==> src/hdl/bbvc_pkg.sv <==
// shared types and constants for the bounding box view cull pipeline
// no dependencies; imported by every module of the block
package bbvc_pkg;

   localparam int CoordWidth = 16;
   localparam int TrigWidth  = 10;
   localparam int ProdWidth  = CoordWidth + TrigWidth;

   localparam logic signed [CoordWidth-1:0] FrontClipPlane = 16'sd4;

   // which box edge a corner coordinate comes from
   typedef enum logic [1:0] {
      SIDE_TOP    = 2'd0,
      SIDE_BOTTOM = 2'd1,
      SIDE_LEFT   = 2'd2,
      SIDE_RIGHT  = 2'd3
   } side_type;

   typedef enum logic [1:0] {
      ZONE_LOW  = 2'd0,
      ZONE_MID  = 2'd1,
      ZONE_HIGH = 2'd2
   } zone_type;

   typedef struct packed {
      side_type ax;
      side_type ay;
      side_type bx;
      side_type by;
   } corner_sel_type;

   // indexed by {row, col}; entries with col == 3 cannot occur, center is inside
   localparam corner_sel_type CORNER_SEL [12] = '{
      '{SIDE_RIGHT, SIDE_TOP,    SIDE_LEFT,  SIDE_BOTTOM},
      '{SIDE_RIGHT, SIDE_TOP,    SIDE_LEFT,  SIDE_TOP},
      '{SIDE_RIGHT, SIDE_BOTTOM, SIDE_LEFT,  SIDE_TOP},
      '{SIDE_TOP,   SIDE_TOP,    SIDE_TOP,   SIDE_TOP},
      '{SIDE_LEFT,  SIDE_TOP,    SIDE_LEFT,  SIDE_BOTTOM},
      '{SIDE_TOP,   SIDE_TOP,    SIDE_TOP,   SIDE_TOP},
      '{SIDE_RIGHT, SIDE_BOTTOM, SIDE_RIGHT, SIDE_TOP},
      '{SIDE_TOP,   SIDE_TOP,    SIDE_TOP,   SIDE_TOP},
      '{SIDE_LEFT,  SIDE_TOP,    SIDE_RIGHT, SIDE_BOTTOM},
      '{SIDE_LEFT,  SIDE_BOTTOM, SIDE_RIGHT, SIDE_BOTTOM},
      '{SIDE_LEFT,  SIDE_BOTTOM, SIDE_RIGHT, SIDE_TOP},
      '{SIDE_TOP,   SIDE_TOP,    SIDE_TOP,   SIDE_TOP}
   };

   localparam int CfgViewX   = 0;
   localparam int CfgViewY   = 1;
   localparam int CfgViewSin = 2;
   localparam int CfgViewCos = 3;

   // control that travels with each beat
   typedef struct packed {
      logic valid;
      logic enclosed;
   } stage_ctl_type;

endpackage

==> src/hdl/bbvc_select.sv <==
// stage 1: viewer region, silhouette corner pick, corners relative to viewer
// depends on bbvc_pkg
module bbvc_select
   import bbvc_pkg::*;
(
   input  logic                         clock,
   input  logic                         reset,
   input  logic                         accept,
   input  logic signed [CoordWidth-1:0] box_top,
   input  logic signed [CoordWidth-1:0] box_bottom,
   input  logic signed [CoordWidth-1:0] box_left,
   input  logic signed [CoordWidth-1:0] box_right,
   input  logic signed [CoordWidth-1:0] view_x,
   input  logic signed [CoordWidth-1:0] view_y,
   output stage_ctl_type                ctl,
   output logic signed [CoordWidth-1:0] ax,
   output logic signed [CoordWidth-1:0] ay,
   output logic signed [CoordWidth-1:0] bx,
   output logic signed [CoordWidth-1:0] by
);

   zone_type                     col, row;
   corner_sel_type               sel;
   stage_ctl_type                ctl_ff, ctl_in;
   logic signed [CoordWidth-1:0] ax_ff, ay_ff, bx_ff, by_ff;
   logic signed [CoordWidth-1:0] ax_in, ay_in, bx_in, by_in;

   function automatic logic signed [CoordWidth-1:0] pick(
      input side_type                     side,
      input logic signed [CoordWidth-1:0] t,
      input logic signed [CoordWidth-1:0] b,
      input logic signed [CoordWidth-1:0] l,
      input logic signed [CoordWidth-1:0] r
   );
      logic signed [CoordWidth-1:0] v;
      case (side)
         SIDE_TOP:    v = t;
         SIDE_BOTTOM: v = b;
         SIDE_LEFT:   v = l;
         SIDE_RIGHT:  v = r;
         default:     v = t;
      endcase
      return v;
   endfunction

   always_comb begin
      if (view_x <= box_left) begin
         col = ZONE_LOW;
      end else if (view_x < box_right) begin
         col = ZONE_MID;
      end else begin
         col = ZONE_HIGH;
      end
      if (view_y >= box_top) begin
         row = ZONE_LOW;
      end else if (view_y > box_bottom) begin
         row = ZONE_MID;
      end else begin
         row = ZONE_HIGH;
      end
      sel = CORNER_SEL[{row, col}];

      // 16-bit wrap on the difference
      ax_in = pick(sel.ax, box_top, box_bottom, box_left, box_right) - view_x;
      ay_in = pick(sel.ay, box_top, box_bottom, box_left, box_right) - view_y;
      bx_in = pick(sel.bx, box_top, box_bottom, box_left, box_right) - view_x;
      by_in = pick(sel.by, box_top, box_bottom, box_left, box_right) - view_y;

      ctl_in.valid    = accept;
      ctl_in.enclosed = (row == ZONE_MID) && (col == ZONE_MID);
   end

   always_ff @(posedge clock) begin
      if (reset) begin
         ctl_ff <= '0;
      end else begin
         ctl_ff <= ctl_in;
      end
      ax_ff <= ax_in;
      ay_ff <= ay_in;
      bx_ff <= bx_in;
      by_ff <= by_in;
   end

   assign ctl = ctl_ff;
   assign ax  = ax_ff;
   assign ay  = ay_ff;
   assign bx  = bx_ff;
   assign by  = by_ff;

endmodule

==> src/hdl/bbvc_rotate.sv <==
// stages 2 and 3: eight products with sine and cosine, then truncated sums
// depends on bbvc_pkg
module bbvc_rotate
   import bbvc_pkg::*;
(
   input  logic                         clock,
   input  logic                         reset,
   input  stage_ctl_type                ctl_i,
   input  logic signed [CoordWidth-1:0] ax,
   input  logic signed [CoordWidth-1:0] ay,
   input  logic signed [CoordWidth-1:0] bx,
   input  logic signed [CoordWidth-1:0] by,
   input  logic signed [TrigWidth-1:0]  view_sin,
   input  logic signed [TrigWidth-1:0]  view_cos,
   output stage_ctl_type                ctl_o,
   output logic signed [CoordWidth-1:0] ax_v,
   output logic signed [CoordWidth-1:0] ay_v,
   output logic signed [CoordWidth-1:0] bx_v,
   output logic signed [CoordWidth-1:0] by_v
);

   // only bits [23:8] of each shifted product reach the 16-bit sums
   localparam int Lo = 8;
   localparam int Hi = Lo + CoordWidth - 1;

   logic signed [ProdWidth-1:0]  ax_s, ay_c, bx_s, by_c, ax_c, ay_s, bx_c, by_s;
   logic        [CoordWidth-1:0] ax_s_ff, ay_c_ff, bx_s_ff, by_c_ff;
   logic        [CoordWidth-1:0] ax_c_ff, ay_s_ff, bx_c_ff, by_s_ff;
   stage_ctl_type                ctl2_ff, ctl3_ff;
   logic        [CoordWidth-1:0] ax_v_ff, ay_v_ff, bx_v_ff, by_v_ff;
   logic        [CoordWidth-1:0] ax_v_in, ay_v_in, bx_v_in, by_v_in;

   always_comb begin
      ax_s = ax * view_sin;
      ay_c = ay * view_cos;
      bx_s = bx * view_sin;
      by_c = by * view_cos;
      ax_c = ax * view_cos;
      ay_s = ay * view_sin;
      bx_c = bx * view_cos;
      by_s = by * view_sin;
   end

   always_comb begin
      ay_v_in = ax_s_ff + ay_c_ff;
      by_v_in = bx_s_ff + by_c_ff;
      ax_v_in = ax_c_ff - ay_s_ff;
      bx_v_in = bx_c_ff - by_s_ff;
   end

   always_ff @(posedge clock) begin
      if (reset) begin
         ctl2_ff <= '0;
         ctl3_ff <= '0;
      end else begin
         ctl2_ff <= ctl_i;
         ctl3_ff <= ctl2_ff;
      end
      ax_s_ff <= ax_s[Hi:Lo];
      ay_c_ff <= ay_c[Hi:Lo];
      bx_s_ff <= bx_s[Hi:Lo];
      by_c_ff <= by_c[Hi:Lo];
      ax_c_ff <= ax_c[Hi:Lo];
      ay_s_ff <= ay_s[Hi:Lo];
      bx_c_ff <= bx_c[Hi:Lo];
      by_s_ff <= by_s[Hi:Lo];
      ax_v_ff <= ax_v_in;
      ay_v_ff <= ay_v_in;
      bx_v_ff <= bx_v_in;
      by_v_ff <= by_v_in;
   end

   assign ctl_o = ctl3_ff;
   assign ax_v  = $signed(ax_v_ff);
   assign ay_v  = $signed(ay_v_ff);
   assign bx_v  = $signed(bx_v_ff);
   assign by_v  = $signed(by_v_ff);

endmodule

==> src/hdl/bbvc_test.sv <==
// stage 4: near plane and field of view tests, registered result beat
// depends on bbvc_pkg
module bbvc_test
   import bbvc_pkg::*;
(
   input  logic                         clock,
   input  logic                         reset,
   input  stage_ctl_type                ctl_i,
   input  logic signed [CoordWidth-1:0] ax_v,
   input  logic signed [CoordWidth-1:0] ay_v,
   input  logic signed [CoordWidth-1:0] bx_v,
   input  logic signed [CoordWidth-1:0] by_v,
   output logic                         valid,
   output logic                         visible
);

   logic signed [CoordWidth:0] a_sum, b_sum, a_dif, b_dif;
   logic                       behind, left_out, right_out;
   logic                       valid_ff, valid_in, visible_ff, visible_in;

   always_comb begin
      // 17 bits so that negating -32768 stays exact
      a_sum = $signed({ax_v[CoordWidth-1], ax_v}) + $signed({ay_v[CoordWidth-1], ay_v});
      b_sum = $signed({bx_v[CoordWidth-1], bx_v}) + $signed({by_v[CoordWidth-1], by_v});
      a_dif = $signed({ay_v[CoordWidth-1], ay_v}) - $signed({ax_v[CoordWidth-1], ax_v});
      b_dif = $signed({by_v[CoordWidth-1], by_v}) - $signed({bx_v[CoordWidth-1], bx_v});

      behind    = (ay_v < FrontClipPlane) && (by_v < FrontClipPlane);
      left_out  = a_sum[CoordWidth] && b_sum[CoordWidth];
      right_out = a_dif[CoordWidth] && b_dif[CoordWidth];

      valid_in   = ctl_i.valid;
      visible_in = ctl_i.enclosed || !(behind || left_out || right_out);
   end

   always_ff @(posedge clock) begin
      if (reset) begin
         valid_ff <= 1'b0;
      end else begin
         valid_ff <= valid_in;
      end
      visible_ff <= visible_in;
   end

   assign valid   = valid_ff;
   assign visible = visible_ff;

endmodule

==> src/hdl/bounding_box_view_cull_unit.sv <==
// bounding box view cull: top level with view registers and the four-stage pipeline
// depends on bbvc_pkg, bbvc_select, bbvc_rotate, bbvc_test
//
// usage:
//   a box beat is taken on any clock edge with start high; busy is always low,
//   so a new box may be issued every cycle
//   the result beat is on rsp_maybe_visible with rsp_valid high for one cycle,
//   after the box has passed the select, product, sum and test registers in
//   that order; results leave in order
//   throughput is one box per clock, since every stage takes a new beat each cycle
//   (region and corner pick, products, sums, plane tests)
//   the receiver has no way to stall; it must take each result beat as shown
//   view registers are written through csr_we / csr_index / csr_wdata, one
//   register per cycle; the user must write them only while no box is in flight
//   (not enforced by the block); index order is view_x, view_y, view_sin, view_cos
//   reset clears the pipeline valids and loads view_x = 0, view_y = 0,
//   view_sin = 0, view_cos = 256; boxes may be issued on the next cycle
module bounding_box_view_cull_unit
   import bbvc_pkg::*;
(
   input  logic                         clock,
   input  logic                         reset,
   input  logic                         start,
   output logic                         busy,
   input  logic signed [CoordWidth-1:0] req_box_top,
   input  logic signed [CoordWidth-1:0] req_box_bottom,
   input  logic signed [CoordWidth-1:0] req_box_left,
   input  logic signed [CoordWidth-1:0] req_box_right,
   output logic                         rsp_valid,
   output logic                         rsp_maybe_visible,
   input  logic                         csr_we,
   input  logic [1:0]                   csr_index,
   input  logic [CoordWidth-1:0]        csr_wdata
);

   logic signed [CoordWidth-1:0] view_x_ff, view_y_ff;
   logic signed [TrigWidth-1:0]  view_sin_ff, view_cos_ff;
   stage_ctl_type                ctl1, ctl3;
   logic signed [CoordWidth-1:0] ax, ay, bx, by;
   logic signed [CoordWidth-1:0] ax_v, ay_v, bx_v, by_v;

   always_ff @(posedge clock) begin
      if (reset) begin
         view_x_ff   <= '0;
         view_y_ff   <= '0;
         view_sin_ff <= '0;
         view_cos_ff <= 10'sd256;
      end else if (csr_we) begin
         case (csr_index)
            2'(CfgViewX):   view_x_ff   <= $signed(csr_wdata);
            2'(CfgViewY):   view_y_ff   <= $signed(csr_wdata);
            2'(CfgViewSin): view_sin_ff <= $signed(csr_wdata[TrigWidth-1:0]);
            2'(CfgViewCos): view_cos_ff <= $signed(csr_wdata[TrigWidth-1:0]);
            default: begin
            end
         endcase
      end
   end

   assign busy = 1'b0;

   bbvc_select u_select (
      .clock      (clock),
      .reset      (reset),
      .accept     (start && !busy),
      .box_top    (req_box_top),
      .box_bottom (req_box_bottom),
      .box_left   (req_box_left),
      .box_right  (req_box_right),
      .view_x     (view_x_ff),
      .view_y     (view_y_ff),
      .ctl        (ctl1),
      .ax         (ax),
      .ay         (ay),
      .bx         (bx),
      .by         (by)
   );

   bbvc_rotate u_rotate (
      .clock    (clock),
      .reset    (reset),
      .ctl_i    (ctl1),
      .ax       (ax),
      .ay       (ay),
      .bx       (bx),
      .by       (by),
      .view_sin (view_sin_ff),
      .view_cos (view_cos_ff),
      .ctl_o    (ctl3),
      .ax_v     (ax_v),
      .ay_v     (ay_v),
      .bx_v     (bx_v),
      .by_v     (by_v)
   );

   bbvc_test u_test (
      .clock   (clock),
      .reset   (reset),
      .ctl_i   (ctl3),
      .ax_v    (ax_v),
      .ay_v    (ay_v),
      .bx_v    (bx_v),
      .by_v    (by_v),
      .valid   (rsp_valid),
      .visible (rsp_maybe_visible)
   );

endmodule
==> config.mk <==
export PLATFORM = sky130hd
export DESIGN_NAME = bounding_box_view_cull_unit
export DESIGN_NICKNAME = d
export VERILOG_FILES = /design/src/hdl/bbvc_pkg.sv /design/src/hdl/bbvc_select.sv /design/src/hdl/bbvc_rotate.sv /design/src/hdl/bbvc_test.sv /design/src/hdl/bounding_box_view_cull_unit.sv
export SDC_FILE = /design/constraint.sdc
export NUM_CORES = 2
export LEC_CHECK = 0
export BUFFER_PORTS_ARGS = -buffer_cell sky130_fd_sc_hd__buf_4
export CORE_MARGIN = 1.5
export CORE_UTILIZATION = 61
export DETAILED_ROUTE_END_ITERATION = 16
export GPL_ROUTABILITY_DRIVEN = 0
export PLACE_DENSITY_LB_ADDON = 0.12
export SYNTH_ARGS = -nofsm -noshare
export SYNTH_HDL_FRONTEND = slang
export SYNTH_SLANG_ARGS = --single-unit
==> constraint.sdc <==
create_clock -name clock -period 13.55 [get_ports clock]
set_clock_uncertainty 0.1 [all_clocks]
set_input_delay 0.6775 -clock clock [delete_from_list [all_inputs] [get_ports clock]]
set_output_delay 0.6775 -clock clock [all_outputs]
set_load 0.01 [all_outputs]
==> metrics.md <==
| Metric | Value |
|---|---|
| Share of the clock period used by the worst path | `0.5228` |
| Synth top area share | `0.3613` |
| DRT antenna net count | `0` |
| DRC | `0` |
| Worst setup path start | `view_cos_ff[9]` |
| Critical path's largest stage delay | `0.89 ns` |
| Placed Cells incl. Taps | `7556` |
| Part of the power in registers | `0.210` |
| Fmax | `141.2 MHz` |
| Clk sink count | `316` |
| Final WL | `146100 um` |
| Comb pwr share | `0.642` |
| Syn Inst Count | `6433` |
| Worst Setup Start Kind | `flop` |
| Worst Max-Slew Pin Slew | `1.260 ns` |
| Endpoint class of the critical path | `flop` |
| Reg2reg start | `view_cos_ff[9]` |
| Vias per cell | `5.506` |
| Leak pwr | `28.97 nW` |
| DR WL/cell | `19.14 um` |
| Dominant cells by area after synthesis | `fa_1 36%, ha_1 15%, dfxtp_1 11%` |
| RSZ-0062 raised after global routing | `no` |
| DIE AREA | `96330 um^2` |
| Rel. slew slack | `0.1590` |
| GRT Total Usage | `0.3226` |
| Seq/Total Area, Yosys | `0.1098` |
| Worst path arrival time | `7.55 ns` |
| Initial Util | `0.6166` |
| Synthesis-to-finish area growth | `5.571%` |
| Max Root-Sink Buffers | `3` |
| H-tree depth | `2` |
| Clk_lat worst skew | `0.64 ns` |
| Non-filler instance count after layout | `7634` |
| Worst-path clk slew | `0.06 ns` |
| Die Ht | `310.4 um` |
| Path type of the worst setup path | `reg2reg` |
| Post-CTS Setup Repair Bufs | `0` |
| Post-synth EDFFs | `0` |
| First-pass GRT wire length | `238800 um` |
| Total CTS buffers | `44` |
| Ys flop type | `dfxtp_1` |
| Number of max-cap violations | `0` |
| Core area | `93470 um^2` |
| FFs w/ async S/R, synth | `0` |
| Register bit total from synthesis | `316` |
| Setup TNS | `0 ns` |
| Number of diodes | `0` |
| Cell mode on critical path | `fa_1` |
| Die Span X | `310.4 um` |
| Hold path startpoint | `start` |
| Mapped Avg Cell Area | `8.959 um^2` |
| Peak supply drop | `141.3 uV` |
| Hpwl dp | `109200 um` |
| First DRT Iteration DRCs | `3027` |
| Via count | `42040` |
| Sw Pwr | `4.066 mW` |
| # port buffers | `87` |
| Crit path cell chain | `buf_4 -> nand2b_1 -> fa_1 -> fa_1 -> inv_1 -> fa_1 -> inv_1 -> fa_1 -> inv_1 -> fa_1 -> ha_1 -> o21a_1 -> o21ai_0 -> o21bai_1 -> a21oi_1 -> a21oi_1 -> o2111ai_1 -> a311oi_1 -> a21o_1 -> a21oi_1 -> xor2_1` |
| Critical-path top delay cell | `dfxtp_2` |
| Remaining Overflow, GRT | `0` |
| Endpoints failing hold | `0` |
| Switching Fraction | `0.4874` |
| Post-CTS Hold Fix Bufs | `0` |
| Most common cell after layout, fill and taps aside | `inv_1` |
| Post-cts resize count | `0` |
| Final Cell Area | `60840 um^2` |
| Post-synth cell types | `81` |
| Root Driver | `clkbuf_16` |
| Vias in the first global route | `43680` |
| P_int | `4.276 mW` |
| Largest net degree at the start of global routing | `66` |
| HP Class | `in2reg` |
| Fill count | `7896` |
| Pwr per Cell Area | `137.1 nW/um^2` |
| Dpl cell area | `59340 um^2` |
| Ports | `89` |
| Fin crit period | `7.083 ns` |
| Commonest cells after routing, fill and taps aside | `1290 x inv_1, 1040 x fa_1, 759 x nand2_1` |
| Clock Power Share | `0.148` |
| Outcome | `finished clean` |
| CTS tree | `built` |
| CP Max Fanout | `40` |
| Worst EP required | `14.02 ns` |
| Count of pins over their slew limit | `0` |
| Layout Nets | `8150` |
| DR pass1 iterations | `6` |
| Synth Cell Area | `57630 um^2` |
| Synth area leader | `fa_1` |
| Site row count | `112` |
| Share of layout cells above drive strength 1 | `0.04498` |
| Net Count, Synth | `8235` |
| Initial antenna violation count | `2` |
| Setup-failing EPs final | `0` |
| Ys Warns | `0` |
-- power by group through the flow --
stage	logic (mW)	clock network (mW)	registers [mW]
finish	5.35	1.24	1.75
global route	6.03	1.29	1.79
floorplan	3.97	0	1.50
CTS	5.31	1.26	1.75
global placement	5.14	0	1.76
detailed placement	5.27	0	1.77
-- final cells by class --
cell class	count	area [um^2]	area share
clock buffer	54	1231	0.02024
clock inverter	24	271.5	0.004462
inverter	1290	4842	0.07958
multi-input combinational	4537	45380	0.7459
sequential	316	6351	0.1044
tap	1254	1569	0.02579
timing repair buffer	159	1194	0.01962
-- cell families (layout without fill, tap and decap cells) --
group,Yosys count,in the layout,share of synthesized area
AND/OR/NAND/NOR,1895,1895,0.1632
multiplexers,22,22,0.003908
AO/OA/AOI/OAI,610,610,0.06732
buffers and inverters,1580,1527,0.1031
other,1,1,0.00006507
flip-flops,316,316,0.1098
adder cells (fa/ha/maj),1716,1716,0.5080
XOR/XNOR,293,293,0.04466
-- layer usage --
layer / track usage / vias to the layer above / share of wire
li1: - / 19440 / -
met1: 0.4722 / 20760 / 0.44
met2: 0.4844 / 1633 / 0.43
met3: 0.05769 / 201 / 0.087
met4: 0.1075 / 0 / 0.035
met5: 0 / - / 0
-- stage by stage --
stage	hold slack [ns]	util	setup WS, ns	power, mW
after global placement	0.3256	0.6349	6.754	6.894
final	0.1748	0.6509	6.467	8.342
after CTS	0.1476	0.6509	6.551	8.318
after global routing	0.1940	0.6509	6.133	9.121
after detailed placement	0.3306	0.6349	6.562	7.034
after floorplan	0.3138	-	7.687	5.472
-- final timing paths --
check	slack (ns)	cells after the start	endpoint
hold / removal	0.17	2	u_select.ctl[1]
setup reg to reg	6.47	21	u_rotate.ay_c_ff[15]
setup / recovery	6.47	21	u_rotate.ay_c_ff[15]
hold reg to reg	0.34	1	u_rotate.ctl_o[1]
-- worst max-delay path, delay by kind of cell (launching register included) --
| kind | cells | cell delay (ns) |
|---|---|---|
| XOR/XNOR | 1 | 0.14 |
| buffers and inverters | 4 | 0.80 |
| adder cells (fa/ha/maj) | 6 | 2.66 |
| flip-flops | 1 | 0.89 |
| AO/OA/AOI/OAI | 9 | 2.24 |
| AND/OR/NAND/NOR | 1 | 0.14 |
-- synthesized netlist by cell type, types with 11 or more instances --
cell and number:
fa_1 1040, and2_1 578, nand4_1 24, xor2_1 80, o21a_1 32, ha_1 676, nor2b_1 76, mux2i_1 20
nor4_1 18, xnor2_1 212, nand2b_1 101, clkbuf_1 274, nor3_1 63, o31ai_1 11, dfxtp_1 316, and3_1 17
a21oi_1 213, nor2_1 185, o21ai_0 117, o21bai_1 27, a21o_1 54, a21boi_0 14, a221oi_1 15, inv_1 1290
nand3_1 40, a211oi_1 16, nand2_1 759
Power figures use the tool's default switching activity.
